### config.mk
export PLATFORM = sky130hd
export DESIGN_NAME = bsc_div_pipe
export DESIGN_NICKNAME = d
export VERILOG_FILES = /design/src/hw/rtl/bsc_div_pipe.sv
export SDC_FILE = /design/constraint.sdc
export NUM_CORES = 2
export LEC_CHECK = 0
export BUFFER_PORTS_ARGS = -buffer_cell sky130_fd_sc_hd__buf_2
export CAP_MARGIN = 20
export CELL_PAD_IN_SITES_DETAIL_PLACEMENT = 0
export CELL_PAD_IN_SITES_GLOBAL_PLACEMENT = 2
export CORE_MARGIN = 1
export CORE_UTILIZATION = 42
export DETAILED_ROUTE_END_ITERATION = 8
export PLACE_DENSITY = 0.75
export SYNTH_ARGS = -nofsm -noshare
export SYNTH_HDL_FRONTEND = slang
export SYNTH_SLANG_ARGS = --single-unit
### constraint.sdc
create_clock -name clk -period 4.2 [get_ports clk]
set_clock_uncertainty 0.1 [all_clocks]
set_input_delay 0.42 -clock clk [delete_from_list [all_inputs] [get_ports clk]]
set_output_delay 0.42 -clock clk [all_outputs]
set_load 0.05 [all_outputs]
### src/hw/rtl/bsc_div_pipe.sv
// ----------------------------------------------------------------------------
// bsc_div_pipe: pipelined unsigned restoring divider
// Produces one quotient bit per register stage, so a new division can enter
// in every cycle. A sideband word and a valid bit travel with each operand.
// ----------------------------------------------------------------------------
module bsc_div_pipe #(
    parameter int N = 32,
    parameter int M = 17,
    parameter int W = 1
) (
    input  logic         clk,
    input  logic         rst_n,
    input  logic         in_valid,
    input  logic [N-1:0] dividend,
    input  logic [M-1:0] divisor,
    input  logic [W-1:0] in_side,
    output logic         out_valid,
    output logic [N-1:0] quotient,
    output logic [W-1:0] out_side
);

    logic [M-1:0] rem_reg  [N];
    logic [N-1:0] quo_reg  [N];
    logic [M-1:0] dvs_reg  [N];
    logic [W-1:0] side_reg [N];
    logic [N-1:0] vld_reg;

    for (genvar k = 0; k < N; k++)
    begin : g_stage
        logic [M-1:0] rem_in;
        logic [N-1:0] quo_in;
        logic [M-1:0] dvs_in;
        logic [W-1:0] side_in;
        logic         vld_in;
        logic [M:0]   shifted;
        logic [M+1:0] diff;
        logic         fits;
        logic [M-1:0] rem_next;
        logic [N-1:0] quo_next;

        // Operands come from the port for the first stage, else from the stage before.
        if (k == 0)
        begin : g_first
            assign rem_in  = '0;
            assign quo_in  = dividend;
            assign dvs_in  = divisor;
            assign side_in = in_side;
            assign vld_in  = in_valid;
        end
        else
        begin : g_next
            assign rem_in  = rem_reg[k-1];
            assign quo_in  = quo_reg[k-1];
            assign dvs_in  = dvs_reg[k-1];
            assign side_in = side_reg[k-1];
            assign vld_in  = vld_reg[k-1];
        end

        // One trial subtraction decides one quotient bit.
        assign shifted  = {rem_in, quo_in[N-1]};
        assign diff     = {1'b0, shifted} - {2'b00, dvs_in};
        assign fits     = !diff[M+1];
        assign rem_next = fits ? diff[M-1:0] : shifted[M-1:0];
        assign quo_next = {quo_in[N-2:0], fits};

        // The valid bit is control state and is reset.
        always_ff @(posedge clk or negedge rst_n)
        begin
            if (!rst_n)
            begin
                vld_reg[k] <= 1'b0;
            end
            else
            begin
                vld_reg[k] <= vld_in;
            end
        end

        // Payload registers follow the pipeline without reset.
        always_ff @(posedge clk)
        begin
            rem_reg[k]  <= rem_next;
            quo_reg[k]  <= quo_next;
            dvs_reg[k]  <= dvs_in;
            side_reg[k] <= side_in;
        end
    end

    assign out_valid = vld_reg[N-1];
    assign quotient  = quo_reg[N-1];
    assign out_side  = side_reg[N-1];

endmodule

# Word-level counts from Yosys, hierarchy flattened
# Memory sizes are Yosys's and may differ from the RTL's.
# Index checks and enable logic that the tools add are counted.
word_totals:
  ramBits: 2144
  output_inout_bits: 34
  mem_count: 4
  in_bits: 53
  word_cells: 132
  register_bits: 32
mem_list:
  columns: ["memory", "words", "word_bits", "rd", "rd_ports_with_merged_regs", "wr", "line", "source"]
  rows:
  - ["quo_reg", 32, 32, 32, 0, 32, "23", "logic [N-1:0] quo_reg [N];"]
  - ["dvs_reg", 32, 17, 31, 0, 32, "24", "logic [M-1:0] dvs_reg [N];"]
  - ["rem_reg", 32, 17, 31, 0, 32, "22", "logic [M-1:0] rem_reg [N];"]
  - ["side_reg", 32, 1, 32, 0, 32, "25", "logic [W-1:0] side_reg [N];"]
op_classes:
  n_mux: 32
  n_reduce_logical: 32
  addsub: 32
ops:
  columns: ["operator", "n"]
  rows:
  - ["subtractor 18 x 17 -> 19 bit", 31]
  - ["2-to-1 mux 17 bit", 32]
  - ["zero test 1 bit", 32]
  - ["subtractor 1 x 17 -> 18 bit", 1]

# Depth between registers and ports, before layout
# An unclocked memory read counts as a cell.
depth:
  word_depth: 3
  ltp_mapped: 14

# Least setup slack after synthesis
# OpenSTA, ideal clock, no wires.
synth_timing:
  path_type: "flip-flop to flip-flop"
  start: "memory quo_reg[4][31] (netlist: quo_reg[1][31])"
  end: "memory rem_reg[5][15] (netlist: rem_reg[0][100])"
  stages_incl_launch_ff: 13
  setup_time_ps: 121
  path_slack_ps: 1183
  required_ps: 3979
  arrival_ps: 2796
  cell_sequence: "dfxtp_1 > inv_1 > ha_1 > inv_1 > fa_1 > a211oi_1 > o21bai_1 > a21oi_1 > o21ai_1 > o311a_1 > nor3_4 > buf_4 > mux2_2"
synth_lines:
  columns: ["element", "line"]
  rows:
  - ["start, declared", "23"]
  - ["end, declared", "22"]

==> results.json <==
{
  "maxCapViolCount": 0,
  "whs_ns": 0.123,
  "critPathKind": "reg2reg",
  "synth_area_leader_cell": "dfxtp_1",
  "drtIter0Drc": 2150,
  "stdcell_count": 9586,
  "cts_resized": 0,
  "max_freq_mhz": 288,
  "dp_worst_setup_slack_ns": 0.724,
  "clockBufferDepth": 3,
  "p_per_area_nw_per_um2": 870,
  "crit_path_end_kind": "flip-flop",
  "rsz0062_at_grt": "no",
  "worstMarginPinSlew_ns": 0.937,
  "coreArea_um2": 176000,
  "cellLeakagePower_nw": 38.7,
  "area_delta_synth_final_pct": 15.2,
  "drc": 6,
  "grt_pass1_wl_um": 231000,
  "ff_latch_area_um2": 43000,
  "finalNetCount": 7675,
  "clock_latency_ns": 0.84,
  "final.min_clock_period_ns": 3.47,
  "grt_overflow": 0,
  "cts_tree": "yes",
  "postSynthCellCount": 6795,
  "synth_cell_types": 86,
  "start_util_pct": 42.3,
  "ant_nets": 0,
  "finish.utilization_pct": 48.7,
  "gp_congestion": 0.823,
  "cts.sinks": 2142,
  "start_kind": "flip-flop",
  "viasPerCell": 4.79,
  "avgSynthCellArea_um2": 11.0,
  "die_area_um2": 180000,
  "synthXorXnorAreaFrac_pct": 4.26,
  "synthTopCellsByCount": "dfxtp_1, inv_1, ha_1",
  "grt_max_degree": 33,
  "port_buffers": 86,
  "layout-drive-gt1-share_pct": 10.8,
  "antenna_found_initial": 1,
  "slew_viol_final": 0,
  "worst_slack_ns": 0.731,
  "drt_first_pass_iters": 8,
  "synthAdderAreaFrac_pct": 9.65,
  "muxShareOfSynthArea_pct": 4.02,
  "cp_data_arrival_time_ns": 4.08,
  "synth_compound_area_share_pct": 13.3,
  "rows": 154,
  "status": "complete, but fails checks",
  "critPathMaxFanout": 17,
  "vias": 45873,
  "largest_reg_flops": 1024,
  "grt_pass1_vias": 45656,
  "synth_most_common_cell": "dfxtp_1",
  "multiInputGateArea_um2": 28600,
  "cts_buffers": 215,
  "hold_violations": 0,
  "hpwl_um": 105000,
  "ys_warn_count": 0,
  "clkTransAtPathRegs_ns": 0.06,
  "tns_ns": 0,
  "die_x_um": 424,
  "slew_headroom_pct": 37.5,
  "totalWireLength_um": 141000,
  "ir_drop_mv": 0.392,
  "synth_edf_count": 0,
  "synthSimpleGateAreaFrac_pct": 6.99,
  "yosysTopAreaCellShare_pct": 56.5,
  "syn_area_um2": 74700,
  "wl_per_cell_um": 14.7,
  "required_ns": 4.81,
  "yosysSeqAreaShare_pct": 57.6,
  "dp_cells": 9133,
  "cts_root_buf": "clkbuf_16",
  "fin_crit_sh_pct": 82.6,
  "ys.flop_type": "dfxtp_1",
  "ios": 87,
  "htree_levels": 4,
  "setup_viol": 0,
  "synth-seq-cells": 2142,
  "grtUsageTotal_pct": 15.7,
  "synth_top_family_by_area": "compound AO/OA/AOI/OAI gates",
  "async_reset_ff_share_pct": 1.49,
  "hp-class": "in2reg",
  "violations": "DRC",
  "die-height_um": 424,
  "yosys-top-cells-area": "dfxtp_1, ha_1, inv_1",
  "fill_cells": 16174
}
-- power breakdown --
group | total, mW | leakage [nW] | switching [mW] | internal, mW
Clock | 19.8 | 3.70 | 8.02 | 11.8
Sequential | 28.3 | 18.1 | 2.55 | 25.8
Combinational | 26.8 | 16.8 | 14.5 | 12.3
-- stage by stage --
| stage | cell area (um^2) | power (mW) |
|---|---|---|
| final | 86000 | 74.9 |
| after global routing | 86000 | 80.5 |
| after CTS | 86000 | 75.9 |
| after detailed placement | 77900 | 55.6 |
| after global placement | 77900 | 55.6 |
| after floorplan | 74700 | 49.2 |
-- layer usage --
metal / GRT usage [%] / routed length (um)
met1: 19.6 / 64100
met2: 27.4 / 68800
met3: 2.78 / 4940
met4: 4.68 / 3190
met5: 0 / 0
-- what timing repair did --
action	in CTS	in global routing
hold endpoints to repair	93	0
buffers inserted	0	0
endpoints found under the setup margin	0	0
hold buffers	54	0
-- logic make-up (layout without fill, tap and decap cells) --
group,after synthesis,in the layout
flip-flops,2142,2142
other,1,8
AO/OA/AOI/OAI,1551,1551
multiplexers,268,268
AND/OR/NAND/NOR,1096,1096
adder cells (fa/ha/maj),558,558
XOR/XNOR,363,363
buffers and inverters,816,1260
-- worst paths after layout --
check                      slack (ns)            endpoint  cells past startpoint           start
max                              0.73     rem_reg[0][188]                     10   dvs_reg[5][0]
min                              0.12       quo_reg[0][1]                      2     dividend[0]
max reg2reg                      0.73     rem_reg[0][188]                     10   dvs_reg[5][0]
min reg2reg                      0.18     quo_reg[0][120]                      0  quo_reg[0][87]
max in group asynchronous        2.34  g_stage[15].vld_in                      4           rst_n
min in group asynchronous        0.57  g_stage[17].vld_in                      3           rst_n
-- worst max-delay path: stages (launching register included) --
cell and delay (ns):
dfxtp_1 0.47, ha_1 0.23, inv_1 0.06, fa_1 0.42
a211oi_2 0.24, o21bai_1 0.11, a21oi_1 0.30, o31ai_1 0.18
a31o_2 0.30, a211o_1 0.56, mux2_2 0.38
-- cell usage in the layout (no fill, tap or decap), types with 30 or more instances in the layout --
cell,n
nand2b_1,53
mux2_2,226
dlygate4sd3_1,54
ha_1,528
o211ai_1,35
nor2b_1,59
fa_1,30
o21a_1,58
clkbuf_1,33
xor2_1,148
clkbuf_16,215
a21oi_1,475
dfrtp_1,32
o21ai_0,333
and3_1,54
dfxtp_1,2110
a211oi_1,51
nor3_1,58
buf_4,31
a31oi_1,69
a21o_1,172
clkinv_2,50
inv_1,688
mux2i_1,35
nand2_1,321
o21bai_1,33
nand4_1,51
a211o_1,31
xnor2_1,215
nor2_1,291
buf_2,86
nand3_1,112
clkbuf_8,34
-- area by class of cell --
cell class                      count  share of cell area, %
Clock buffer                      282                   6.94
Inverter                          688                   3.00
Clock inverter                    116                   1.88
Multi-Input combinational cell   3843                   33.3
Antenna cell                        1                0.00291
Sequential cell                  2142                   50.0
Timing Repair Buffer              174                   1.47
Tap cell                         2340                   3.40
Power figures use the tool's default switching activity.
